--- src/hw/rtl/bsf_pkg.sv ---
// bsf_pkg: shared widths, constants, register indexes and word types
// for the bulk surface flux core; no dependencies

package bsf_pkg;

  localparam int W     = 32;
  localparam int F     = 16;
  localparam int RW    = W - 1;
  localparam int SQW   = RW + F;
  localparam int RTW   = (SQW + 1) / 2;
  localparam int NLANE = 3;
  localparam int QD    = 4;
  localparam int QAW   = $clog2(QD);
  localparam int QCW   = $clog2(QD + 1);
  localparam int CIW   = 8;

  localparam logic [1:0] LANE_U = 2'd0;
  localparam logic [1:0] LANE_V = 2'd1;
  localparam logic [1:0] LANE_S = 2'd2;

  localparam logic [CIW-1:0] REG_MOMENTUM_COEF = CIW'(0);
  localparam logic [CIW-1:0] REG_SCALAR_COEF   = CIW'(1);
  localparam logic [CIW-1:0] REG_LEVEL_HEIGHT  = CIW'(2);

  localparam logic [RW-1:0] MC_RESET = RW'(66);
  localparam logic [RW-1:0] SC_RESET = RW'(66);
  localparam logic [RW-1:0] LH_RESET = RW'(1) << F;

  localparam logic [W-1:0]  SMIN      = W'(1) << (W - 1);
  localparam logic [W-1:0]  SMAX      = ~SMIN;
  localparam logic [RW-1:0] RMASK     = '1;
  localparam logic [RW-1:0] MIN_SPEED = RW'(((64'd1 << F) + 64'd5) / 64'd10);

  typedef struct packed {
    logic [W+1:0]               ax;
    logic [W+1:0]               ay;
    logic                       big;
    logic [NLANE-1:0][W:0]      md;
    logic [NLANE-1:0]           dpos;
    logic [NLANE-1:0]           dneg;
    logic [W-1:0]               mb;
    logic                       b_pos;
    logic                       b_zero;
  } cls_t;

  typedef struct packed {
    logic [RW-1:0]  mc;
    logic [RW-1:0]  sc;
    logic [RW-1:0]  lh;
    logic [RTW-1:0] root;
  } cfg_t;

  typedef struct packed {
    logic [RW-1:0] wind_diff;
    logic [W-1:0]  u_flux;
    logic [W-1:0]  v_flux;
    logic [W-1:0]  u_grad;
    logic [W-1:0]  v_grad;
    logic [W-1:0]  s_flux;
    logic [W-1:0]  s_grad;
    logic [RW-1:0] friction_vel;
    logic [W-1:0]  obukhov_len;
  } res_t;

endpackage

--- src/hw/rtl/bsf_if.sv ---


interface bsf_cfg_if;
  import bsf_pkg::*;
  logic           valid;
  logic           ready;
  logic [CIW-1:0] index;
  logic [W-1:0]   data;

  modport source (output valid, index, data, input ready);
  modport sink (input valid, index, data, output ready);
endinterface

--- src/hw/rtl/bsf_cfg.sv ---
// bsf_cfg: coefficient and level height registers, plus a bit-serial
// square root of the momentum coefficient; depends on bsf_pkg, bsf_if

module bsf_cfg (
  input  logic          clk,
  input  logic          rst_n,
  bsf_cfg_if.sink       cfg_ch,
  output bsf_pkg::cfg_t cfg
);
  import bsf_pkg::*;

  localparam logic [SQW-1:0] SB_TOP = SQW'(1) << (((SQW - 1) / 2) * 2);

  logic [RW-1:0]  mc_r, sc_r, lh_r;
  logic [SQW-1:0] sx_r, sr_r, sb_r;
  logic [SQW-1:0] st;

  assign cfg_ch.ready = 1'b1;
  assign st = sr_r + sb_r;

  always_ff @(posedge clk) begin
    if (!rst_n) begin
      mc_r <= MC_RESET;
      sc_r <= SC_RESET;
      lh_r <= LH_RESET;
      sx_r <= {MC_RESET, {F{1'b0}}};
      sr_r <= '0;
      sb_r <= SB_TOP;
    end else if (cfg_ch.valid) begin
      case (cfg_ch.index)
        REG_MOMENTUM_COEF: begin
          mc_r <= cfg_ch.data[RW-1:0];
          sx_r <= {cfg_ch.data[RW-1:0], {F{1'b0}}};
          sr_r <= '0;
          sb_r <= SB_TOP;
        end
        REG_SCALAR_COEF:  sc_r <= cfg_ch.data[RW-1:0];
        REG_LEVEL_HEIGHT: lh_r <= cfg_ch.data[RW-1:0];
        default: ;
      endcase
    end else if (sb_r != '0) begin
      if (sx_r >= st) begin
        sx_r <= sx_r - st;
        sr_r <= (sr_r >> 1) + sb_r;
      end else begin
        sr_r <= sr_r >> 1;
      end
      sb_r <= sb_r >> 2;
    end
  end

  assign cfg.mc   = mc_r;
  assign cfg.sc   = sc_r;
  assign cfg.lh   = (lh_r == '0) ? RW'(1) : lh_r;
  assign cfg.root = sr_r[RTW-1:0];

endmodule

--- src/flat_wrapper.sv ---
// flat-port wrapper written by rule: the top's interface ports become plain ports
module bsf_cfg_flat import bsf_pkg::*;
  (clk, rst_n, cfg, cfg_ch_valid, cfg_ch_index, cfg_ch_data, cfg_ch_ready);
  bsf_cfg_if cfg_ch_i ();
  input  logic clk;
  input  logic rst_n;
  output bsf_pkg::cfg_t cfg;
  input wire logic [$bits(cfg_ch_i.valid)-1:0] cfg_ch_valid;
  input wire logic [$bits(cfg_ch_i.index)-1:0] cfg_ch_index;
  input wire logic [$bits(cfg_ch_i.data)-1:0] cfg_ch_data;
  output wire logic [$bits(cfg_ch_i.ready)-1:0] cfg_ch_ready;
  assign cfg_ch_i.valid = cfg_ch_valid;
  assign cfg_ch_i.index = cfg_ch_index;
  assign cfg_ch_i.data = cfg_ch_data;
  assign cfg_ch_ready = cfg_ch_i.ready;
  bsf_cfg u_core (.clk(clk), .rst_n(rst_n), .cfg_ch(cfg_ch_i), .cfg(cfg));
endmodule
--- config.mk ---
export PLATFORM = sky130hd
export DESIGN_NAME = bsf_cfg_flat
export DESIGN_NICKNAME = d
export VERILOG_FILES = /design/src/hw/rtl/bsf_pkg.sv /design/src/hw/rtl/bsf_if.sv /design/src/hw/rtl/bsf_cfg.sv /design/src/flat_wrapper.sv
export SDC_FILE = /design/constraint.sdc
export NUM_CORES = 1
export LEC_CHECK = 0
export BUFFER_PORTS_ARGS = -buffer_cell sky130_fd_sc_hd__buf_2
export CORE_ASPECT_RATIO = 1.25
export CORE_MARGIN = 5
export CORE_UTILIZATION = 35
export DETAILED_ROUTE_END_ITERATION = 8
export SLEW_MARGIN = 20
export SYNTH_ARGS = -nofsm -noshare
export SYNTH_HDL_FRONTEND = slang
export SYNTH_SLANG_ARGS = --single-unit
--- constraint.sdc ---
create_clock -name clk -period 6.1 [get_ports clk]
set_clock_uncertainty 0.1 [all_clocks]
set_input_delay 0.305 -clock clk [delete_from_list [all_inputs] [get_ports clk]]
set_output_delay 0.305 -clock clk [all_outputs]
set_load 0.02 [all_outputs]
==> results.env <==
MOST_USED_CELLS_IN_THE_LAYOUT_EXCLUDING_FILL_AND_TAP_CELLS='nand2_1 (376), a21oi_1 (217), dfxtp_1 (211)'
HOLD_PATH.STARTPOINT='cfg_ch_data[0]'
GRT_PASS1_WL_MM=76.8
CRITPATHLAUNCH='u_core.sr_r[12]'
GR_OVERFLOW_TOTAL=0
PRECTSSETUPSLACK_NS=0.280
TRACK_USAGE_PCT=20.8
SYNTH-ASYNC-RESET-RATIO_PCT=0
DESIGN.CORE.AREA_UM2=40900
SYNTH_LARGEST_AREA_CELL='dfxtp_1'
ROUTED_WL_PER_CELL_UM=19.1
CRITICAL-PATH-TOP-DELAY-FAMILY='compound AO/OA/AOI/OAI gates'
SYN_NETS=2093
YOSYS_WARNINGS=0
MAXIMUM_IR_DROP_ON_THE_VDD_RAIL_uV=301
POWER.DENSITY_nW_PER_UM2=469
CLOCKROOTBUFFER='clkbuf_16'
TIMING_MAX_TRANSITION_VIOLATIONS_FINAL=0
ROUTED.TOP_LAYER='met4'
SETUP.WORST_PATH.START_CLASS='flop'
SYNTHMUXAREASHARE_PCT=0.848
ANTENNA-DIODE-COUNT=0
ANTENNA_VIOLATING_NETS_POST_ROUTE=0
CLOCK_TREE_FROM_TRITONCTS='built'
VIAS_PER_INSTANCE=5.64
WORSTHOLDPATHTYPE='input pin to flop'
SYNTHADDERAREAFRAC_PCT=8.36
PLACED_INSTANCES=2534
CRITICAL_PATH.ENDPOINT_TYPE='flop'
TOP_LEVEL_PORTS=161
SETUP_VIOL_COUNT_FINAL=0
GRT_PASS1_VIAS=14100
SYNTH.AREA.TOP_CELLS='dfxtp_1 (29%), nand2_1 (9.8%), ha_1 (8.2%)'
FINALWORSTPATHREQUIREDPERIOD_NS=5.67
MOSTFREQUENTLAYOUTCELL='nand2_1'
WORST_PATH_LARGEST_CELL_DELAY_NS=0.51
SYNTH-EDFF-COUNT=0
MAX_CAP_VIOL_COUNT=0
SETUP.REG_TO_REG.WORST_SLACK_NS=0.43
N_FILL_CELL=4263
WORSTPATHARRIVAL_NS=6.04
FINAL_MIN_PERIOD_OVER_CLOCK_PERIOD_PCT=92.9
NUMBER_OF_CTS_INSERTED_BUFFERS=24
YOSYS.AREA.TOP_TYPE_SHARE_PCT=29.2
CP_DATA_REQUIRED_TIME_NS=6.47
INITIAL_UTILIZATION_PCT=35.3
BUFFERS_INVERTERS_ON_CRITICAL_PATH=3
LAYOUT_SETUP_WS_NS=0.431
VIA_COUNT=14700
SYNTHSIMPLEGATEAREAFRAC_PCT=22.8
POSTSYNTHAREAPERCELL_UM2=7.40
POSTSYNTH.TOPFLOPCELL='dfxtp_1'
FIRSTDRTPASSITERS=6
DIE_WIDTH_UM=192
CTS.REPORTEDPATHS.CLKPINSLEW_NS=0.06
MET3WIRELENGTH_MM=2.75
CTS_POST_SETUP_BUFFERS_INSERTED=0
ROWS=83
GP_ROUTABILITY_CONGESTION=0.972
ROUTEDLENGTHMET1_MM=20.6
DIE_AREA_UM2=45500
CLOCK_LATENCY_LATE_SINK_NS=0.54
SYN_INST=1954
FINALHOLDVIOLATIONS=0
FIN_TNS_SETUP_NS=0
FLOORPLAN.DIE.HEIGHT_UM=237
NUMBER_OF_LEVELS_THE_H_TREE_WAS_SPLIT_INTO=1
ANTENNA_FOUND_INITIAL=0
NUMCLOCKSINKS=211
PLACE.PORT_BUFFERS=158
SYNTH_SEQUENTIAL_AREA_RATIO_PCT=29.2
SYNTH_CELL_TYPE_COUNT=83
CELL_BREAKDOWN_OF_THE_CRITICAL_PATH='ha_1 -> a21o_1 -> a31oi_1 -> nor4_1 -> o21ai_1 -> o31ai_2 -> a31oi_1 -> buf_4 -> o31a_1 -> o21ai_0 -> nand4_1 -> ha_1 -> nand4_1 -> nor2_1 -> nand4_1 -> o31a_1 -> o21ai_1 -> buf_4 -> nor2_2 -> buf_4 -> or4_1 -> nand3_1'
DETAILED_PLACE_HPWL_MM=36.3
SYNTH_TOP_FAMILY_BY_AREA='compound AO/OA/AOI/OAI gates'
DETAIL_ROUTE.DRC_VIOLATIONS=0
MAX_CLOCK_FREQ_MHz=176
POWER_LEAKAGE_nW=6.67
TIMING_WORST_SLEW_PIN_VALUE_NS=0.990
CRIT_TYPE='flop to flop'
INITIALDRTVIOLATIONCOUNT=874
SUMMED_INSTANCE_AREA_OF_THE_SYNTHESIZED_NETLIST_UM2=14500
FRACTION_OF_FINAL_LAYOUT_CELLS_WITH_DRIVE_STRENGTH_GREATER_THAN_1_PCT=13.5
HOLD_WS_NS=0.0383
NNETSFINAL=2177
CTS_MAX_PATH_BUFFERS=3
RSZ_0062_RAISED_AFTER_GLOBAL_ROUTING='no'
WORST_PATH_MAX_DELAY_CELL='or4_1'
TIMING.SLEW.HEADROOM_PCT=33.9
NUMBER_OF_NON_FILLER_INSTANCES_IN_THE_COMPLETED_LAYOUT=2604
AREA_DELTA_SYNTH_FINAL_PCT=14.8
DETAILROUTE.WIRELENGTH.MET2_MM=24.5
MAXIMUM_NUMBER_OF_PINS_ON_ONE_NET_BEFORE_GLOBAL_ROUTE_REPAIR=81
RUN_STATUS='completed'
XOR_XNOR_SHARE_OF_THE_SYNTHESIZED_AREA_PCT=6.85
WORSTREG2REGSTART='u_core.sr_r[12]'
SYNTH_COMPOUND_AREA_SHARE_PCT=25.7
WORST-PATH-MAX-FANOUT=24
POSTROUTEWIRELENGTH_MM=49.8
SYNTH_SEQ_CELLS=211
timing repair:
action,CTS,global route
hold buffers,30,0
endpoints found under the hold margin,93,0
gates resized for setup,0,3
endpoints found under the setup margin,0,40
routing by layer:
| layer | vias up | track usage (%) |
|---|---|---|
| li1 | 7135 | - |
| met2 | 484 | 37.0 |
| met3 | 106 | 2.20 |
| met1 | 6960 | 25.7 |
| met4 | 0 | 7.90 |
| met5 | - | 0 |
power by group:
part / leakage (nW) / internal (mW) / switching, mW
Combinational: 4.58 / 1.79 / 2.89
Clock: 0.384 / 0.877 / 0.607
Sequential: 1.70 / 1.50 / 0.121
synthesized netlist by cell type (17+ instances only):
master	n
nor2b_1	17
dfxtp_1	211
o211ai_1	18
inv_1	27
clkbuf_1	116
xnor2_1	48
a21o_1	36
buf_4	29
a21oi_1	217
nand3_1	92
xor2_1	65
nor4_1	22
buf_2	18
o21bai_1	21
nand2_1	377
nand4_1	36
nor3_1	25
nor2_1	86
a31oi_1	53
o21ai_0	122
ha_1	95
metrics by stage:
stage               utilization (%)  power (mW)  cell area [um2]
detailed placement             37.9        6.22            15500
global placement               37.9        6.20            15500
global route                   40.6        8.32            16600
floorplan                         -        4.99            14500
CTS                            40.5        7.76            16600
finish                         40.6        7.79            16600
logic make-up after synthesis:
group                      Yosys count
DFF                                211
and+or+nand+nor                    728
adders and majority gates           96
muxes                               12
xor gates and xnor gates           113
buffers and inverters              197
AOI/OAI and AO/OA                  596
other                                1
layout make-up:
type | instances | area, um2 | share of cell area [%]
clock inverters | 9 | 110 | 0.663
repair buffers | 227 | 1410 | 8.49
well taps | 552 | 691 | 4.16
clock buffers | 31 | 688 | 4.15
flip-flops and latches | 211 | 4220 | 25.5
multi-input cells | 1546 | 9370 | 56.4
inverters | 28 | 108 | 0.648
worst register-to-register path: stages (launching register included):
cell and delay, ns:
dfxtp_1 0.40, ha_1 0.42, a21o_1 0.14, a31oi_1 0.12
nor4_1 0.31, o21ai_1 0.24, o31ai_2 0.29, a31oi_1 0.15
buf_4 0.19, o31a_1 0.37, o21ai_0 0.23, nand4_1 0.16
ha_1 0.42, nand4_1 0.21, nor2_1 0.15, nand4_1 0.11
o31a_1 0.25, o21ai_1 0.12, buf_4 0.36, nor2_2 0.10
buf_4 0.19, or4_1 0.51, nand3_1 0.08
sequential cells by signal (all words and copies together), names as in the netlist:
signal / cells
u_core.mc_r: 31
u_core.sr_r: 47
u_core.sx_r: 47
u_core.sb_r: 24
u_core.lh_r: 31
u_core.sc_r: 31
worst paths after layout:
path                                        end  depth (start not counted)
worst max register to register  u_core.sr_r[33]                         22
worst min-delay path             u_core.sc_r[0]                          3
worst max-delay path            u_core.sr_r[33]                         22
worst min register to register  u_core.mc_r[23]                          2
No activity file was read; power rests on OpenSTA's default activity.
