===== config.mk =====
export PLATFORM = sky130hd
export DESIGN_NAME = bsf_front_flat
export DESIGN_NICKNAME = d
export VERILOG_FILES = /design/src/hw/rtl/bsf_pkg.sv /design/src/hw/rtl/bsf_if.sv /design/src/hw/rtl/bsf_front.sv /design/src/flat_wrapper.sv
export SDC_FILE = /design/constraint.sdc
export NUM_CORES = 1
export LEC_CHECK = 0
export ABC_AREA = 0
export BUFFER_PORTS_ARGS = -buffer_cell sky130_fd_sc_hd__buf_2
export CAP_MARGIN = 10
export CORE_MARGIN = 5
export CORE_UTILIZATION = 60
export DETAILED_ROUTE_END_ITERATION = 10
export GPL_TIMING_DRIVEN = 0
export PLACE_DENSITY_LB_ADDON = 0.12
export SETUP_SLACK_MARGIN = 0.3
export SLEW_MARGIN = 20
export SYNTH_ARGS = -nofsm -noshare
export SYNTH_HDL_FRONTEND = slang
export SYNTH_SLANG_ARGS = --single-unit

===== constraint.sdc =====
create_clock -name clk -period 18.1 [get_ports clk]
set_input_delay 3.62 -clock clk [delete_from_list [all_inputs] [get_ports clk]]
set_output_delay 3.62 -clock clk [all_outputs]
set_load 0.005 [all_outputs]

===== src/hw/rtl/bsf_pkg.sv =====
// bsf_pkg: shared widths, constants, register indexes and word types
// for the bulk surface flux core; no dependencies

package bsf_pkg;

  localparam int W     = 32;
  localparam int F     = 16;
  localparam int RW    = W - 1;
  localparam int SQW   = RW + F;
  localparam int RTW   = (SQW + 1) / 2;
  localparam int NLANE = 3;
  localparam int QD    = 4;
  localparam int QAW   = $clog2(QD);
  localparam int QCW   = $clog2(QD + 1);
  localparam int CIW   = 8;

  localparam logic [1:0] LANE_U = 2'd0;
  localparam logic [1:0] LANE_V = 2'd1;
  localparam logic [1:0] LANE_S = 2'd2;

  localparam logic [CIW-1:0] REG_MOMENTUM_COEF = CIW'(0);
  localparam logic [CIW-1:0] REG_SCALAR_COEF   = CIW'(1);
  localparam logic [CIW-1:0] REG_LEVEL_HEIGHT  = CIW'(2);

  localparam logic [RW-1:0] MC_RESET = RW'(66);
  localparam logic [RW-1:0] SC_RESET = RW'(66);
  localparam logic [RW-1:0] LH_RESET = RW'(1) << F;

  localparam logic [W-1:0]  SMIN      = W'(1) << (W - 1);
  localparam logic [W-1:0]  SMAX      = ~SMIN;
  localparam logic [RW-1:0] RMASK     = '1;
  localparam logic [RW-1:0] MIN_SPEED = RW'(((64'd1 << F) + 64'd5) / 64'd10);

  typedef struct packed {
    logic [W+1:0]               ax;
    logic [W+1:0]               ay;
    logic                       big;
    logic [NLANE-1:0][W:0]      md;
    logic [NLANE-1:0]           dpos;
    logic [NLANE-1:0]           dneg;
    logic [W-1:0]               mb;
    logic                       b_pos;
    logic                       b_zero;
  } cls_t;

  typedef struct packed {
    logic [RW-1:0]  mc;
    logic [RW-1:0]  sc;
    logic [RW-1:0]  lh;
    logic [RTW-1:0] root;
  } cfg_t;

  typedef struct packed {
    logic [RW-1:0] wind_diff;
    logic [W-1:0]  u_flux;
    logic [W-1:0]  v_flux;
    logic [W-1:0]  u_grad;
    logic [W-1:0]  v_grad;
    logic [W-1:0]  s_flux;
    logic [W-1:0]  s_grad;
    logic [RW-1:0] friction_vel;
    logic [W-1:0]  obukhov_len;
  } res_t;

endpackage


===== src/hw/rtl/bsf_if.sv =====
// bsf_if: valid/ready channel interfaces for input words, result words
// and register writes; depends on bsf_pkg

interface bsf_in_if;
  import bsf_pkg::*;
  logic                valid;
  logic                ready;
  logic signed [W-1:0] u_here;
  logic signed [W-1:0] u_east;
  logic signed [W-1:0] v_here;
  logic signed [W-1:0] v_north;
  logic signed [W-1:0] u_surf_here;
  logic signed [W-1:0] u_surf_east;
  logic signed [W-1:0] v_surf_here;
  logic signed [W-1:0] v_surf_north;
  logic signed [W-1:0] scalar_air;
  logic signed [W-1:0] scalar_surf;
  logic signed [W-1:0] buoy_flux;

  modport source (
    output valid, u_here, u_east, v_here, v_north, u_surf_here, u_surf_east,
           v_surf_here, v_surf_north, scalar_air, scalar_surf, buoy_flux,
    input  ready
  );
  modport sink (
    input  valid, u_here, u_east, v_here, v_north, u_surf_here, u_surf_east,
           v_surf_here, v_surf_north, scalar_air, scalar_surf, buoy_flux,
    output ready
  );
endinterface



===== src/hw/rtl/bsf_front.sv =====
// bsf_front: takes input words, forms wind differences, magnitudes and
// sign classes into one registered word; depends on bsf_pkg, bsf_if

module bsf_front (
  input  logic          clk,
  input  logic          rst_n,
  bsf_in_if.sink        in_ch,
  input  logic          q_full,
  output logic          push,
  output bsf_pkg::cls_t cls
);
  import bsf_pkg::*;

  logic                fr_v_r;
  cls_t                fr_r, cls_nxt;
  logic signed [W+1:0] dx, dy;
  logic signed [W:0]   dl [NLANE];

  assign dx = ((W+2)'(in_ch.u_here) + (W+2)'(in_ch.u_east))
            - ((W+2)'(in_ch.u_surf_here) + (W+2)'(in_ch.u_surf_east));
  assign dy = ((W+2)'(in_ch.v_here) + (W+2)'(in_ch.v_north))
            - ((W+2)'(in_ch.v_surf_here) + (W+2)'(in_ch.v_surf_north));

  assign dl[LANE_U] = (W+1)'(in_ch.u_here) - (W+1)'(in_ch.u_surf_here);
  assign dl[LANE_V] = (W+1)'(in_ch.v_here) - (W+1)'(in_ch.v_surf_here);
  assign dl[LANE_S] = (W+1)'(in_ch.scalar_air) - (W+1)'(in_ch.scalar_surf);

  always_comb begin
    cls_nxt.ax  = dx[W+1] ? (W+2)'(~dx + 1'b1) : (W+2)'(dx);
    cls_nxt.ay  = dy[W+1] ? (W+2)'(~dy + 1'b1) : (W+2)'(dy);
    cls_nxt.big = (cls_nxt.ax[W+1:W] != 2'b00) || (cls_nxt.ay[W+1:W] != 2'b00);
    for (int l = 0; l < NLANE; l++) begin
      cls_nxt.md[l]   = dl[l][W] ? (W+1)'(~dl[l] + 1'b1) : (W+1)'(dl[l]);
      cls_nxt.dpos[l] = !dl[l][W] && (dl[l] != '0);
      cls_nxt.dneg[l] = dl[l][W];
    end
    cls_nxt.mb     = in_ch.buoy_flux[W-1] ? W'(~in_ch.buoy_flux + 1'b1)
                                          : W'(in_ch.buoy_flux);
    cls_nxt.b_pos  = !in_ch.buoy_flux[W-1] && (in_ch.buoy_flux != '0);
    cls_nxt.b_zero = (in_ch.buoy_flux == '0);
  end

  assign in_ch.ready = !fr_v_r || !q_full;
  assign push        = fr_v_r && !q_full;
  assign cls         = fr_r;

  always_ff @(posedge clk) begin
    if (!rst_n) begin
      fr_v_r <= 1'b0;
    end else if (in_ch.ready) begin
      fr_v_r <= in_ch.valid;
    end
  end

  always_ff @(posedge clk) begin
    if (in_ch.ready && in_ch.valid) begin
      fr_r <= cls_nxt;
    end
  end

endmodule


===== src/flat_wrapper.sv =====
// flat-port wrapper written by rule: the top's interface ports become plain ports
module bsf_front_flat import bsf_pkg::*;
  (clk, rst_n, q_full, push, cls, in_ch_valid, in_ch_u_here, in_ch_u_east, in_ch_v_here, in_ch_v_north, in_ch_u_surf_here, in_ch_u_surf_east, in_ch_v_surf_here, in_ch_v_surf_north, in_ch_scalar_air, in_ch_scalar_surf, in_ch_buoy_flux, in_ch_ready);
  bsf_in_if in_ch_i ();
  input  logic clk;
  input  logic rst_n;
  input  logic q_full;
  output logic push;
  output bsf_pkg::cls_t cls;
  input wire logic [$bits(in_ch_i.valid)-1:0] in_ch_valid;
  input wire logic [$bits(in_ch_i.u_here)-1:0] in_ch_u_here;
  input wire logic [$bits(in_ch_i.u_east)-1:0] in_ch_u_east;
  input wire logic [$bits(in_ch_i.v_here)-1:0] in_ch_v_here;
  input wire logic [$bits(in_ch_i.v_north)-1:0] in_ch_v_north;
  input wire logic [$bits(in_ch_i.u_surf_here)-1:0] in_ch_u_surf_here;
  input wire logic [$bits(in_ch_i.u_surf_east)-1:0] in_ch_u_surf_east;
  input wire logic [$bits(in_ch_i.v_surf_here)-1:0] in_ch_v_surf_here;
  input wire logic [$bits(in_ch_i.v_surf_north)-1:0] in_ch_v_surf_north;
  input wire logic [$bits(in_ch_i.scalar_air)-1:0] in_ch_scalar_air;
  input wire logic [$bits(in_ch_i.scalar_surf)-1:0] in_ch_scalar_surf;
  input wire logic [$bits(in_ch_i.buoy_flux)-1:0] in_ch_buoy_flux;
  output wire logic [$bits(in_ch_i.ready)-1:0] in_ch_ready;
  assign in_ch_i.valid = in_ch_valid;
  assign in_ch_i.u_here = in_ch_u_here;
  assign in_ch_i.u_east = in_ch_u_east;
  assign in_ch_i.v_here = in_ch_v_here;
  assign in_ch_i.v_north = in_ch_v_north;
  assign in_ch_i.u_surf_here = in_ch_u_surf_here;
  assign in_ch_i.u_surf_east = in_ch_u_surf_east;
  assign in_ch_i.v_surf_here = in_ch_v_surf_here;
  assign in_ch_i.v_surf_north = in_ch_v_surf_north;
  assign in_ch_i.scalar_air = in_ch_scalar_air;
  assign in_ch_i.scalar_surf = in_ch_scalar_surf;
  assign in_ch_i.buoy_flux = in_ch_buoy_flux;
  assign in_ch_ready = in_ch_i.ready;
  bsf_front u_core (.clk(clk), .rst_n(rst_n), .in_ch(in_ch_i), .q_full(q_full), .push(push), .cls(cls));
endmodule

==> results.json <==
{
  "ir_worst_vdd_mv": 0.0937,
  "die_h_um": 220,
  "slew_headroom": 0.226,
  "outcome": "completed",
  "synth_edf_count": 208,
  "ios": 566,
  "drive_above_1_share": 0.187,
  "yosysWarnings": 0,
  "drc": 0,
  "wl_per_cell_um": 20.4,
  "hold_violations": 0,
  "initial_utilization": 0.609,
  "area_delta_synth_final_pct": 17.0,
  "ys_top_cells_by_count": "299 x ha_1, 275 x xnor2_1, 257 x a21oi_1",
  "p_total_mw": 3.29,
  "worst-r2r-setup-slack_ns": 16.40,
  "wl_mm": 88.8,
  "rr_endpoint": "u_core.cls[81]",
  "ctsResizeCount": 0,
  "vias": 27011,
  "fin_crit_sh": 0.563,
  "syn_avg_cell_area_um2": 8.41,
  "synth_cells": 3134,
  "cts-htree-levels": 1,
  "synth.largest_area_cell": "edfxtp_1",
  "cts_sinks": 209,
  "async_reset_ff_frac": 0,
  "post_cts_buffers": 0,
  "seq_area_frac_synth": 0.238,
  "fp.dieW_um": 220,
  "dp_hpwl_mm": 73.9,
  "finalCriticalPeriod_ns": 10.19,
  "detail_route.first_pass.iterations": 6,
  "syn_nets": 3798,
  "tns_ns": 0,
  "rows": 76,
  "critPathLaunchType": "input pin",
  "finalNetCount": 4394,
  "nFillCells": 3434,
  "power.switching_mw": 1.48,
  "p_int_mw": 1.81,
  "core_area_um2": 43300,
  "synth_area_um2": 26400,
  "via_per_inst": 6.21,
  "synthFlopType": "edfxtp_1",
  "critical_path_class": "in -> reg",
  "track_usage": 0.346,
  "grt_max_degree": 62,
  "whs_endpoint": "u_core.fr_v_r",
  "synth_cell_types": 111,
  "pwr-share-seq": 0.241,
  "fin_skew_ns": 0.00984,
  "ctsHoldBuffers": 0,
  "overflow": 0,
  "synth_seq_cells": 209,
  "p_sw_frac": 0.450,
  "tightestPinTransition_ns": 1.13,
  "cts_made_buffers": 26,
  "cts_tree": "built",
  "timing.rr.start": "u_core.fr_v_r",
  "rsz0062_at_grt": "no",
  "max_freq_mhz": 98.1,
  "critPathMaxFanout": 10,
  "max_cap_violations": 0,
  "antenna_found_initial": 17,
  "yosys.cell_count.top_type": "ha_1",
  "worstPathArrival_ns": 10.52,
  "p_comb_frac": 0.610,
  "cp.required_ns": 18.43,
  "clockBufferDepth": 3,
  "io_buffers": 565,
  "cts_root_buf": "clkbuf_16",
  "place_congestion": 0.993,
  "p_per_area_nw_per_um2": 107,
  "drv_slew": 0,
  "netlist_top_cells_area": "edfxtp_1 24%, ha_1 14%, xnor2_1 9.1%",
  "r2r_cells": 3,
  "clk_pin_slew_ns": 0.06,
  "grt_pass1_wl_mm": 135,
  "min_from": "u_core.fr_v_r",
  "grt_pass1_vias": 25588,
  "ant_nets": 0,
  "p_leak_nw": 13.7,
  "endpoint_kind": "flip-flop",
  "setup_violations": 0,
  "drt-initial-drc-count": 2558,
  "insertion_delay_ns": 0.57,
  "hp-class": "reg -> reg",
  "die_area_um2": 48200,
  "synth_top_area_frac": 0.237,
  "clock_power_share": 0.149,
  "holdPathStages": 2
}
cell families (layout without fill, tap and decap cells):
family | Yosys count | after routing | share of synthesized area
other cells | 0 | 13 | 0
flops | 209 | 209 | 0.238
xor+xnor | 404 | 404 | 0.135
mux | 11 | 11 | 0.00427
compound gates | 974 | 974 | 0.249
fa+ha+maj | 308 | 308 | 0.149
buf+inv | 284 | 899 | 0.0412
simple gates | 944 | 944 | 0.185
critical path, stage by stage:
cell	delay, ns
buf_2	0.10
ha_1	0.22
inv_1	0.08
fa_1	0.20
nor2b_1	0.05
o21a_1	0.18
o21ai_0	0.39
a2111o_1	0.26
a21oi_1	0.09
nor3_1	0.62
nor2b_1	0.13
o21ai_0	0.19
nand2b_1	0.09
xnor2_1	0.18
ha_1	0.26
clkbuf_1	0.19
a21oi_1	0.29
o21ai_0	0.20
o31ai_1	0.36
a311oi_1	0.16
o31ai_1	0.29
a21boi_0	0.16
o21a_1	0.22
o31ai_2	0.73
clkbuf_1	0.57
o21ai_0	0.25
xnor2_1	0.42
layer usage:
| metal | up-vias | track usage | wire [um] |
|---|---|---|---|
| met5 | - | 0 | 53 |
| met4 | 8 | 0.117 | 3070 |
| met3 | 199 | 0.0644 | 8580 |
| met2 | 1309 | 0.560 | 39800 |
| met1 | 12644 | 0.468 | 37200 |
| li1 | 12851 | - | - |
cells in the final DEF, fill, tap and decap left out, types with 17 or more instances in the layout:
master,instances
a211oi_1,35
a21o_1,127
a21oi_1,257
a31oi_1,37
and2_1,27
and3_1,28
buf_2,577
clkbuf_1,61
clkbuf_16,26
edfxtp_1,208
ha_1,299
inv_1,213
nand2_1,200
nand2b_1,43
nand3_1,83
nand4_1,29
nor2_1,243
nor2b_1,49
nor3_1,69
nor4_1,28
o211ai_1,27
o21a_1,53
o21ai_0,173
o21bai_1,28
o31ai_1,47
o41ai_1,17
or2_2,22
or3_1,31
xnor2_1,275
xor2_1,128
layout make-up:
type / instances / area [um2] / area share
Buffer: 70 / 283 / 0.00917
Sequential cell: 209 / 6270 / 0.203
Clock inverter: 14 / 95.1 / 0.00308
Clock buffer: 33 / 687 / 0.0223
Multi-Input combinational cell: 2641 / 19000 / 0.617
Antenna cell: 13 / 32.5 / 0.00106
Inverter: 214 / 803 / 0.0261
Timing Repair Buffer: 568 / 2910 / 0.0944
Tap cell: 585 / 732 / 0.0237
flip-flops by register name, summed over array words and instances, names as in the netlist:
name           flops
u_core.cls       208
u_core.fr_v_r      1
power groups by stage:
stage | Clock (mW) | Combinational (mW) | Sequential [mW]
2_1_floorplan | 0 | 1.35 | 0.813
3_3_place_gp | 0 | 1.88 | 0.803
3_5_place_dp | 0 | 1.94 | 0.798
4_1_cts | 0.492 | 1.96 | 0.792
5_1_grt | 0.514 | 2.18 | 0.802
6_report | 0.489 | 2.01 | 0.793
how the worst max path moves through the flow:
stage | slack, ns | to | cells past startpoint | start
after floorplan | 9.03 | u_core.cls[139] | 22 | in_ch_u_east[1]
after global placement | 7.18 | u_core.cls[105] | 3 | q_full
after detailed placement | 7.72 | u_core.cls[163] | 27 | in_ch_v_surf_north[0]
after CTS | 8.26 | u_core.cls[139] | 28 | in_ch_u_here[0]
after global routing | 7.59 | u_core.cls[139] | 24 | in_ch_u_here[0]
final | 7.91 | u_core.cls[166] | 27 | in_ch_v_surf_north[0]
stage by stage:
step                 util  instance area [um2]  hold slack, ns  instances  setup WS [ns]
floorplan               -                26400           0.487       3134           9.03
detailed placement  0.693                30000           0.533       4287           7.72
CTS                 0.712                30800           0.541       4334           8.26
global route        0.712                30800           0.556       4345           7.59
finish              0.712                30800           0.548       4347           7.91
global placement    0.691                29900           0.502       4284           7.18
No activity file was read; power rests on OpenSTA's default activity.
