**config.mk**
```make
export PLATFORM = sky130hd
export DESIGN_NAME = bsf_queue
export DESIGN_NICKNAME = d
export VERILOG_FILES = /design/src/hw/rtl/bsf_pkg.sv /design/src/hw/rtl/bsf_queue.sv
export SDC_FILE = /design/constraint.sdc
export NUM_CORES = 1
export LEC_CHECK = 0
export BUFFER_PORTS_ARGS = -buffer_cell sky130_fd_sc_hd__buf_2
export CAP_MARGIN = 20
export CORE_MARGIN = 3
export CORE_UTILIZATION = 55
export DETAILED_ROUTE_END_ITERATION = 10
export HOLD_SLACK_MARGIN = 0.12
export PLACE_DENSITY = 0.77
export SLEW_MARGIN = 40
export SYNTH_ARGS = -nofsm -noshare
export SYNTH_HDL_FRONTEND = slang
export SYNTH_SLANG_ARGS = --single-unit
```
**constraint.sdc**
```tcl
create_clock -name clk -period 7.6 [get_ports clk]
set_input_delay 0.38 -clock clk [delete_from_list [all_inputs] [get_ports clk]]
set_output_delay 0.38 -clock clk [all_outputs]
set_load 0.02 [all_outputs]
```
**src/hw/rtl/bsf_pkg.sv**
```systemverilog
// bsf_pkg: shared widths, constants, register indexes and word types
// for the bulk surface flux core; no dependencies

package bsf_pkg;

  localparam int W     = 32;
  localparam int F     = 16;
  localparam int RW    = W - 1;
  localparam int SQW   = RW + F;
  localparam int RTW   = (SQW + 1) / 2;
  localparam int NLANE = 3;
  localparam int QD    = 4;
  localparam int QAW   = $clog2(QD);
  localparam int QCW   = $clog2(QD + 1);
  localparam int CIW   = 8;

  localparam logic [1:0] LANE_U = 2'd0;
  localparam logic [1:0] LANE_V = 2'd1;
  localparam logic [1:0] LANE_S = 2'd2;

  localparam logic [CIW-1:0] REG_MOMENTUM_COEF = CIW'(0);
  localparam logic [CIW-1:0] REG_SCALAR_COEF   = CIW'(1);
  localparam logic [CIW-1:0] REG_LEVEL_HEIGHT  = CIW'(2);

  localparam logic [RW-1:0] MC_RESET = RW'(66);
  localparam logic [RW-1:0] SC_RESET = RW'(66);
  localparam logic [RW-1:0] LH_RESET = RW'(1) << F;

  localparam logic [W-1:0]  SMIN      = W'(1) << (W - 1);
  localparam logic [W-1:0]  SMAX      = ~SMIN;
  localparam logic [RW-1:0] RMASK     = '1;
  localparam logic [RW-1:0] MIN_SPEED = RW'(((64'd1 << F) + 64'd5) / 64'd10);

  typedef struct packed {
    logic [W+1:0]               ax;
    logic [W+1:0]               ay;
    logic                       big;
    logic [NLANE-1:0][W:0]      md;
    logic [NLANE-1:0]           dpos;
    logic [NLANE-1:0]           dneg;
    logic [W-1:0]               mb;
    logic                       b_pos;
    logic                       b_zero;
  } cls_t;

  typedef struct packed {
    logic [RW-1:0]  mc;
    logic [RW-1:0]  sc;
    logic [RW-1:0]  lh;
    logic [RTW-1:0] root;
  } cfg_t;

  typedef struct packed {
    logic [RW-1:0] wind_diff;
    logic [W-1:0]  u_flux;
    logic [W-1:0]  v_flux;
    logic [W-1:0]  u_grad;
    logic [W-1:0]  v_grad;
    logic [W-1:0]  s_flux;
    logic [W-1:0]  s_grad;
    logic [RW-1:0] friction_vel;
    logic [W-1:0]  obukhov_len;
  } res_t;

endpackage

```
**src/hw/rtl/bsf_queue.sv**
```systemverilog
// bsf_queue: short queue of classified words between front and back
// depends on bsf_pkg

module bsf_queue (
  input  logic          clk,
  input  logic          rst_n,
  input  logic          push,
  input  bsf_pkg::cls_t wr_word,
  output logic          full,
  input  logic          pop,
  output logic          nempty,
  output bsf_pkg::cls_t head
);
  import bsf_pkg::*;

  cls_t           mem_r [QD];
  logic [QAW-1:0] wp_r, rp_r;
  logic [QCW-1:0] cnt_r;

  assign full   = (cnt_r == QCW'(QD));
  assign nempty = (cnt_r != '0);
  assign head   = mem_r[rp_r];

  always_ff @(posedge clk) begin
    if (!rst_n) begin
      wp_r  <= '0;
      rp_r  <= '0;
      cnt_r <= '0;
    end else begin
      if (push) begin
        wp_r <= (wp_r == QAW'(QD - 1)) ? '0 : wp_r + 1'b1;
      end
      if (pop) begin
        rp_r <= (rp_r == QAW'(QD - 1)) ? '0 : rp_r + 1'b1;
      end
      if (push && !pop) begin
        cnt_r <= cnt_r + 1'b1;
      end else if (pop && !push) begin
        cnt_r <= cnt_r - 1'b1;
      end
    end
  end

  always_ff @(posedge clk) begin
    if (push) begin
      mem_r[wp_r] <= wr_word;
    end
  end

endmodule

```
==> impl_metrics.py, run 1 <==
metrics = {
    "place": {
        "dpl_worst_slack_ps": 4782,
        "port_buffers": 421,
        "place_congestion": 0.7522,
        "hpwl_mm": 36.46,
    },
    "floorplan": {
        "die_area_um2": 58210,
        "start_util_pct": 56.12,
        "die-width_um": 241.3,
        "ios": 422,
        "die_y_um": 241.3,
        "core_area_um2": 54240,
        "rows": 85,
    },
    "routing": {
        "drt-initial-drc-count": 1169,
        "wl_per_cell_um": 25.54,
        "final_antenna_net_count": 0,
        "drc": 0,
        "vias_per_cell": 5.743,
        "drt-total-wl_mm": 66.05,
        "drt_pass1_iterations": 5,
        "vias": 14850,
    },
    "setup_path": {
        "crit_required_ps": 7220,
        "critPathLaunchType": "flop",
        "worstPathArrival_ps": 2990,
        "path_class": "flop to output port",
        "cp-end-kind": "output port",
        "crit_fanout": 53,
    },
    "min_path": {
        "min_path_type": "input port to flop",
    },
    "logic_synthesis": {
        "yosysSeqAreaShare_pct": 82.66,
        "ys.warnings.count": 0,
        "postSynthAreaPerCell_um2": 26.94,
        "yosys_register_bits": 841,
        "syn_nets": 1349,
        "syn-instance-count": 1130,
        "synth_cell_types": 21,
        "netlist_area_um2": 30440,
    },
    "global_route": {
        "grt_pass1_wl_mm": 99.48,
        "antenna_found_initial": 8,
        "grt.total_usage_pct": 22.99,
        "grt_pass1_vias": 16030,
        "grt_max_degree": 108,
        "grt_overflow_total": 0,
    },
    "sta": {
        "min_period_ps": 3371,
        "max_freq_mhz": 296.6,
        "timing.final.crit_share_pct": 44.36,
        "fin_tns_setup_ps": 0,
        "hold_viol": 0,
        "slew_viol_final": 0,
        "worst_pin_slew_ps": 807.5,
        "setup_violations": 0,
        "fin_ws_ps": 4229,
        "rsz0062_at_grt": "false",
        "finClkSkew_ps": 16.98,
        "timing.slew.headroom_pct": 46.16,
    },
    "run": {
        "maxCapViolations": 0,
    },
    "finish": {
        "fillCellCount": 3074,
        "seq_area_um2": 25170,
        "post-route-util_pct": 70.51,
        "multiInputGateArea_um2": 4959,
        "drive_above_1_share_pct": 40.83,
        "syn2layout_area_growth_pct": 25.63,
        "layout_common_cells": "edfxtp_1, buf_2, dlygate4sd3_1, mux4_2, clkbuf_16",
        "layout_commonest_cell": "edfxtp_1",
        "fin_nets": 2036,
    },
    "clocking": {
        "cts_setup_buffers": 0,
        "cts_tree": "yes",
        "clockBufferDepth": 3,
        "numCtsBuffers": 82,
        "clock-sinks": 841,
        "clk_latency_ps": 610,
        "clk_pin_slew_worst_paths_ps": 50,
        "h-tree-depth": 3,
        "cts-root-buf": "clkbuf_16",
    },
    "power_and_ir_drop": {
        "peakVddDrop_mv": 0.3354,
        "power_density_nw_per_um2": 274.1,
        "p_leak_nw": 12.97,
    },
    "run_status": {
        "status": "complete, no violations",
    },
}
[power breakdown]
group          leakage, nW  internal, mW  switching [mW]
clock                 1.30          2.39            1.64
combinational         3.95         0.446           0.615
sequential            7.72          5.32          0.0662
total                 13.0          8.16            2.32
[cell type report]
type	count	share of cell area, %
antenna	9	0.05889
tap	696	2.277
multi-input combinational	239	12.97
inverter	4	0.03926
clock inverter	41	1.116
sequential	841	65.82
clock buffer	107	5.889
timing repair buffer	649	11.83
[metrics by stage]
step	area, um^2	power, mW	instances	hold slack (ps)
floorplan	30440	6.096	1130	467.4
global placement	33300	6.410	2214	484.7
detailed placement	33430	6.444	2219	537.3
CTS	38200	10.53	2576	134.0
global route	38230	10.80	2582	171.2
finish	38240	10.48	2586	179.8
[worst paths after layout]
check	depth (start not counted)	slack, ps	end	start
worst max-delay path	4	4230	head[88]	flop
worst min-delay path	3	180	flop	pop
worst max register to register	6	4990	mem_r[2][155]	wp_r[0]
worst min register to register	2	560	flop	rp_r[1]
[cells by family after synthesis]
group,after synthesis,share of synthesized area [%]
flip-flops,841,82.66
multiplexers,212,15.52
buffers and inverters,50,1.081
AND/OR/NAND/NOR,15,0.3000
adder cells (fa/ha/maj),7,0.3124
AO/OA/AOI/OAI,3,0.06577
XOR/XNOR,2,0.05755
[registers in the layout, summed over array words and instances, names as in the netlist, named ones only]
register  count
cnt_r         3
mem_r       832
rp_r          2
wp_r          2
[layer usage]
| metal | wire length (um) | share of wire [%] | vias up | track usage, % |
|---|---|---|---|---|
| met4 | 1728 | 2.6 | 0 | 7.297 |
| li1 | - | - | 6304 | - |
| met1 | 23940 | 36 | 7795 | 29.18 |
| met2 | 34900 | 53 | 648 | 39.24 |
| met3 | 5488 | 8.3 | 104 | 6.261 |
| met5 | 0 | 0 | - | 0 |
[critical path, stage by stage (launching register included)]
cell and delay (ps):
dfxtp_4 660, buf_12 410, buf_16 370, mux4_2 600, buf_2 190
[cells in the mapped netlist, drive strengths merged]
library cell / number / area, um^2
xor2: 1 / 8.760
nor2b: 5 / 31.28
o21ai: 1 / 5.000
or3: 2 / 12.51
edfxtp: 832 / 24980
xnor2: 1 / 8.760
inv: 4 / 15.01
a21boi: 1 / 7.510
nor3: 1 / 5.000
and2: 5 / 31.28
o21a: 1 / 7.510
mux4: 208 / 4684
ha: 6 / 75.07
buf: 46 / 314.0
mux2i: 4 / 40.04
dfxtp: 9 / 180.2
fa: 1 / 20.02
nor3b: 1 / 7.510
nor2: 1 / 3.750
[repair_timing]
action	CTS	global route
hold buffers	209	0
resized for setup	0	0
endpoints found under the hold margin	841	0
Note: power is estimated with default switching activity, not from simulation.
==> run 2: changes to the inputs <==
--- a/config.mk
+++ b/config.mk
@@ -5,6 +5,7 @@
 export SDC_FILE = /design/constraint.sdc
 export NUM_CORES = 1
 export LEC_CHECK = 0
+export ABC_AREA = 1
 export BUFFER_PORTS_ARGS = -buffer_cell sky130_fd_sc_hd__buf_2
 export CAP_MARGIN = 20
 export CORE_MARGIN = 3
==> constraint.sdc (replaced) <==
create_clock -name clk -period 3.5 [get_ports clk]
set_input_delay 0.175 -clock clk [delete_from_list [all_inputs] [get_ports clk]]
set_output_delay 0.175 -clock clk [all_outputs]
set_load 0.02 [all_outputs]
==> run 2 against run 1 <==
- via count up 38%
- register-to-register slack worse by 3700 ps
- synthesized area up 1.9%
- worst hold slack better by 120 ps
- clock skew up 5.6 ps
- die area up 1.9%
- cell count up 36%
- sequential share of layout area down 0.93 points
- combinational power rose to 2.5 times the previous value
- global-route usage up 2.7 points
==> impl_metrics.py, run 2 <==
metrics = {
    "logic_synthesis": {
        "synth_commonest_cells": "edfxtp_1, nor2_1, o21ai_0, o22ai_1, clkbuf_1",
        "yosys-top-cells-area": "edfxtp_1, o21ai_0, nor2_1",
        "yosysTopAreaCell": "edfxtp_1",
        "synth_top_family_by_area": "compound AO/OA/AOI/OAI gates",
        "syn_nets": 2290,
        "yosysSeqAreaShare_pct": 81.11,
        "synth-xor-area-share_pct": 0.02823,
        "synth-edff-count": 832,
        "yosys_register_bits": 841,
        "synth.top_cell.area_share_pct": 80.53,
        "synthSimpleGateAreaFrac_pct": 5.336,
        "synth_ff_type": "edfxtp_1",
        "syn-instance-count": 2071,
        "yosysMostFrequentCell": "edfxtp_1",
        "ys.warnings.count": 0,
        "muxShareOfSynthArea_pct": 0,
        "synth_compound_area_share_pct": 11.00,
        "synth_cell_types": 22,
        "synth_fa_ha_area_share_pct": 0.3065,
        "postSynthAreaPerCell_um2": 14.98,
        "netlist_area_um2": 31020,
        "async_reset_ff_share_pct": 0,
    },
    "setup_path": {
        "r2r_setup_slack_ps": 1330,
        "path_class": "flop to output port",
        "worstPathArrival_ps": 2850,
        "crit_required_ps": 3320,
        "timing.rr.end": "mem_r[0][132]",
        "cp-end-kind": "output port",
        "reg2reg_depth": 5,
        "critPathLaunchType": "flop",
        "crit_fanout": 97,
        "r2r-start": "wp_r[0]",
    },
    "power_and_ir_drop": {
        "power_density_nw_per_um2": 595.5,
        "peakVddDrop_mv": 0.5477,
        "p_leak_nw": 13.60,
    },
    "floorplan": {
        "start_util_pct": 55.99,
        "die_y_um": 243.5,
        "die-width_um": 243.5,
        "core_area_um2": 55420,
        "die_area_um2": 59290,
        "rows": 86,
        "ios": 422,
    },
    "sta": {
        "timing.slew.headroom_pct": 43.94,
        "slew_viol_final": 0,
        "fin_ws_ps": 474.9,
        "timing.final.crit_share_pct": 86.43,
        "min_period_ps": 3025,
        "hold_viol": 0,
        "rsz0062_at_grt": "false",
        "finClkSkew_ps": 22.59,
        "whs_ps": 298.8,
        "worst_pin_slew_ps": 840.9,
        "setup_violations": 0,
        "max_freq_mhz": 330.6,
    },
    "finish": {
        "layout_commonest_cell": "edfxtp_1",
        "regMostFlops": "mem_r",
        "post-route-util_pct": 70.00,
        "fin_nets": 2905,
        "fillCellCount": 3334,
        "final_cells": 3507,
        "drive_above_1_share_pct": 21.32,
        "largest_reg_flops": 832,
        "largestRegisters": "mem_r: 832 flops, cnt_r: 3 flops",
        "syn2layout_area_growth_pct": 25.04,
        "layout_common_cells": "edfxtp_1, nor2_1, buf_2, o21ai_0, dlygate4sd3_1",
    },
    "place": {
        "dpl_worst_slack_ps": 1231,
        "port_buffers": 421,
        "hpwl_mm": 41.39,
        "dpl.cell_count": 3138,
        "place_congestion": 0.8035,
    },
    "global_route": {
        "grt_pass1_vias": 21470,
        "grt.total_usage_pct": 25.68,
        "grt_max_degree": 181,
        "grt_pass1_wl_mm": 118.1,
        "antenna_found_initial": 8,
        "grt_overflow_total": 0,
    },
    "min_path": {
        "holdPathStages": 2,
        "min_path_type": "input port to flop",
        "min_from": "wr_word[126]",
        "hold_end": "mem_r[2][126]",
    },
    "run_status": {
        "status": "complete, no violations",
    },
    "run": {
        "maxCapViolations": 0,
    },
    "clocking": {
        "clk_pin_slew_worst_paths_ps": 60,
        "clockBufferDepth": 3,
        "cts-root-buf": "clkbuf_16",
        "h-tree-depth": 3,
        "clock-sinks": 841,
        "numCtsBuffers": 81,
        "clk_latency_ps": 610,
        "cts_tree": "yes",
    },
    "routing": {
        "final_antenna_net_count": 0,
        "wl_per_cell_um": 22.11,
        "drt-total-wl_mm": 77.56,
        "drc": 0,
        "vias_per_cell": 5.825,
        "drt_pass1_iterations": 5,
        "vias": 20430,
        "drt-initial-drc-count": 1953,
    },
}
run 2: cell count changes in the layout (fill, tap and decap cells not counted), moves of 16 or more:
cell / before / now
o21ai_0: 1 / 384
o21ai_1: 0 / 35
nor2_1: 1 / 425
mux4_2: 208 / 0
o22ai_1: 0 / 208
buf_4: 2 / 18
run 2: metal layers:
metal | vias to the layer above | part of all wire (%) | track usage, %
li1 | 9098 | - | -
met1 | 10070 | 36 | 31.15
met2 | 1053 | 51 | 43.91
met3 | 200 | 9.2 | 6.714
met4 | 2 | 3.5 | 10.90
met5 | - | 0.017 | 0
run 2: how the worst max path moves through the flow:
| stage | cells after the start | end | slack, ps |
|---|---|---|---|
| finish | 5 | head[27] | 470 |
| global route | 5 | head[133] | 410 |
| CTS | 5 | head[26] | 500 |
| detailed placement | 5 | head[26] | 1230 |
| global placement | 5 | head[195] | 1070 |
| floorplan | 4 | mem_r[0][0] | -610 |
run 2: power by group:
part	internal (mW)	total, mW	switching [mW]	leakage, nW
Clock	5.15	8.79	3.65	1.30
Sequential	11.5	11.6	0.124	7.72
Combinational	0.845	2.66	1.82	4.59
run 2: what timing repair did:
action / in CTS / in global routing
resized for setup: 0 / 0
hold endpoints to repair: 841 / 0
hold buffers: 213 / 0
endpoints found under the setup margin: 0 / 0
setup buffers: 0 / 0
run 2: metrics by stage:
| stage | TNS (ps) | cell area [um^2] | power [mW] |
|---|---|---|---|
| CTS | 0 | 38770 | 23.11 |
| global route | 0 | 38780 | 23.83 |
| finish | 0 | 38790 | 23.10 |
| global placement | 0 | 33920 | 14.16 |
| floorplan | -506170 | 31060 | 13.27 |
| detailed placement | 0 | 33960 | 14.26 |
run 2: kinds of logic (layout without fill, tap and decap cells):
logic type	after synthesis	in the layout
AOI/OAI and AO/OA	630	630
and+or+nand+nor	439	439
adders and majority gates	7	7
other	0	11
xor gates and xnor gates	1	1
buffers and inverters	153	830
DFF	841	841
run 2: area by class of cell:
class | instances | area, um^2 | area share (%)
Sequential cell | 841 | 25170 | 64.89
Clock inverter | 44 | 510.5 | 1.316
Tap cell | 748 | 935.9 | 2.413
Clock buffer | 101 | 2166 | 5.583
Inverter | 16 | 87.58 | 0.2258
Multi-Input combinational cell | 1077 | 5187 | 13.37
Antenna cell | 11 | 27.53 | 0.07096
Timing Repair Buffer | 669 | 4705 | 12.13
run 2: worst max-delay path, stage by stage, from the launching register on:
cell,delay (ps)
dfxtp_4,580
inv_6,150
buf_6,600
o21ai_0,320
o22ai_1,270
buf_2,240
==> run 3: changes to the inputs <==
--- a/config.mk
+++ b/config.mk
@@ -5,12 +5,12 @@
 export SDC_FILE = /design/constraint.sdc
 export NUM_CORES = 1
 export LEC_CHECK = 0
-export ABC_AREA = 1
 export BUFFER_PORTS_ARGS = -buffer_cell sky130_fd_sc_hd__buf_2
 export CAP_MARGIN = 20
 export CORE_MARGIN = 3
 export CORE_UTILIZATION = 55
 export DETAILED_ROUTE_END_ITERATION = 10
+export GPL_TIMING_DRIVEN = 1
 export HOLD_SLACK_MARGIN = 0.12
 export PLACE_DENSITY = 0.77
 export SLEW_MARGIN = 40
==> run 3 against run 2 <==
- sequential cell count did not move
- utilization rose by 0.63 points
- setup slack improved by 320 ps
- clock power fell by 4.7%
- register-to-register slack improved by 60 ps
- largest cell class unchanged
==> impl_metrics.py, run 3 (synthesis gave the netlist of run 1 again) <==
metrics = {
    "global_route": {
        "antenna_found_initial": 7,
        "grt_pass1_wl_mm": 101.0,
        "grt_overflow_total": 0,
        "grt.total_usage_pct": 23.56,
        "grt_pass1_vias": 16180,
        "grt_max_degree": 99,
    },
    "routing": {
        "drc": 0,
        "vias_per_cell": 5.798,
        "drt_pass1_iterations": 5,
        "drt-initial-drc-count": 1386,
        "wl_per_cell_um": 26.19,
        "drt-total-wl_mm": 68.16,
        "vias": 15090,
        "final_antenna_net_count": 0,
    },
    "sta": {
        "setup_violations": 0,
        "hold_viol": 0,
        "rsz0062_at_grt": "false",
        "finClkSkew_ps": 26.98,
        "timing.slew.headroom_pct": 47.49,
        "slew_viol_final": 0,
        "worst_pin_slew_ps": 787.6,
        "fin_ws_ps": 791.0,
        "fin_tns_setup_ps": 0,
        "min_period_ps": 2709,
        "max_freq_mhz": 369.1,
        "timing.final.crit_share_pct": 77.40,
    },
    "clocking": {
        "h-tree-depth": 3,
        "clockBufferDepth": 3,
        "hold_buffers": 212,
        "clk_pin_slew_worst_paths_ps": 60,
        "cts_setup_buffers": 0,
        "cts_resized": 0,
        "clock-sinks": 841,
        "clk_latency_ps": 610,
        "cts_tree": "yes",
        "numCtsBuffers": 82,
        "cts-root-buf": "clkbuf_16",
    },
    "floorplan": {
        "die-width_um": 241.3,
        "die_area_um2": 58210,
        "die_y_um": 241.3,
        "ios": 422,
        "start_util_pct": 56.12,
        "rows": 85,
        "core_area_um2": 54240,
    },
    "finish": {
        "drive_above_1_share_pct": 41.28,
        "fin_nets": 2058,
        "syn2layout_area_growth_pct": 25.85,
        "largestRegisters": "mem_r: 832 flops, cnt_r: 3 flops",
        "layout_commonest_cell": "edfxtp_1",
        "post-route-util_pct": 70.63,
        "fillCellCount": 3035,
        "regMostFlops": "mem_r",
        "layout_common_cells": "edfxtp_1, buf_2, dlygate4sd3_1, mux4_2, clkbuf_16",
        "largest_reg_flops": 832,
    },
    "place": {
        "port_buffers": 421,
        "hpwl_mm": 37.76,
        "dpl_worst_slack_ps": 1352,
        "place_congestion": 0.7600,
    },
    "setup_path": {
        "crit_required_ps": 3320,
        "worstPathArrival_ps": 2530,
        "critical-path-top-delay-family": "buffers and inverters",
        "crit_cells": 3,
        "crit_chain": "buf_4 > mux4_2 > buf_2",
        "path_class": "flop to output port",
        "max_stage_delay_ps": 650,
        "critPathLaunchType": "flop",
        "crit_fanout": 22,
        "path_buf_inv": 2,
        "cp-end-kind": "output port",
        "slowest_stage": "dfxtp_4",
        "reg2reg_depth": 3,
    },
    "min_path": {
        "holdPathStages": 2,
        "min_path_type": "input port to flop",
    },
    "power_and_ir_drop": {
        "power_density_nw_per_um2": 585.7,
        "p_leak_nw": 13.03,
        "peakVddDrop_mv": 0.5523,
    },
    "run_status": {
        "status": "complete, no violations",
    },
    "run": {
        "maxCapViolations": 0,
    },
}
[run 3: power by group]
| group | switching [mW] | internal, mW |
|---|---|---|
| Combinational | 1.37 | 0.994 |
| Clock | 3.60 | 4.78 |
| Sequential | 0.146 | 11.6 |
| Total | 5.11 | 17.3 |
[run 3: final timing paths]
| check | startpoint | endpoint | slack [ps] |
|---|---|---|---|
| min | wr_word[32] | mem_r[2][32] | 310 |
| max | flop | head[174] | 790 |
| min reg2reg | cnt_r[2] | cnt_r[2] | 550 |
| max reg2reg | wp_r[0] | mem_r[3][62] | 1390 |
[run 3: per-stage QoR]
step	total power, mW	hold WS (ps)	area (um^2)	std cells
after detailed placement	14.03	390.4	33600	2238
after CTS	22.52	263.5	38270	2594
after global placement	13.96	384.5	33600	2238
after floorplan	13.17	273.9	30450	1130
final	22.44	310.3	38310	2603
after global routing	23.14	295.2	38310	2601
[run 3: area by class of cell]
class	count	area, um^2	share of cell area (%)
Sequential cell	841	25170	65.70
Antenna cell	8	20.02	0.05225
Clock inverter	42	379.1	0.9896
Inverter	4	15.01	0.03919
Multi-Input combinational cell	239	4959	12.94
Timing Repair Buffer	671	4727	12.34
Tap cell	696	870.8	2.273
Clock buffer	102	2170	5.663
[run 3: metal layers]
layer  GRT usage, %  vias to the layer above  share of wire, %
met3          5.726                      137               8.5
met4          8.745                        2               3.3
met2          39.44                      780                52
li1               -                     6339                 -
met5              0                        -             0.019
met1          30.61                     7835                36
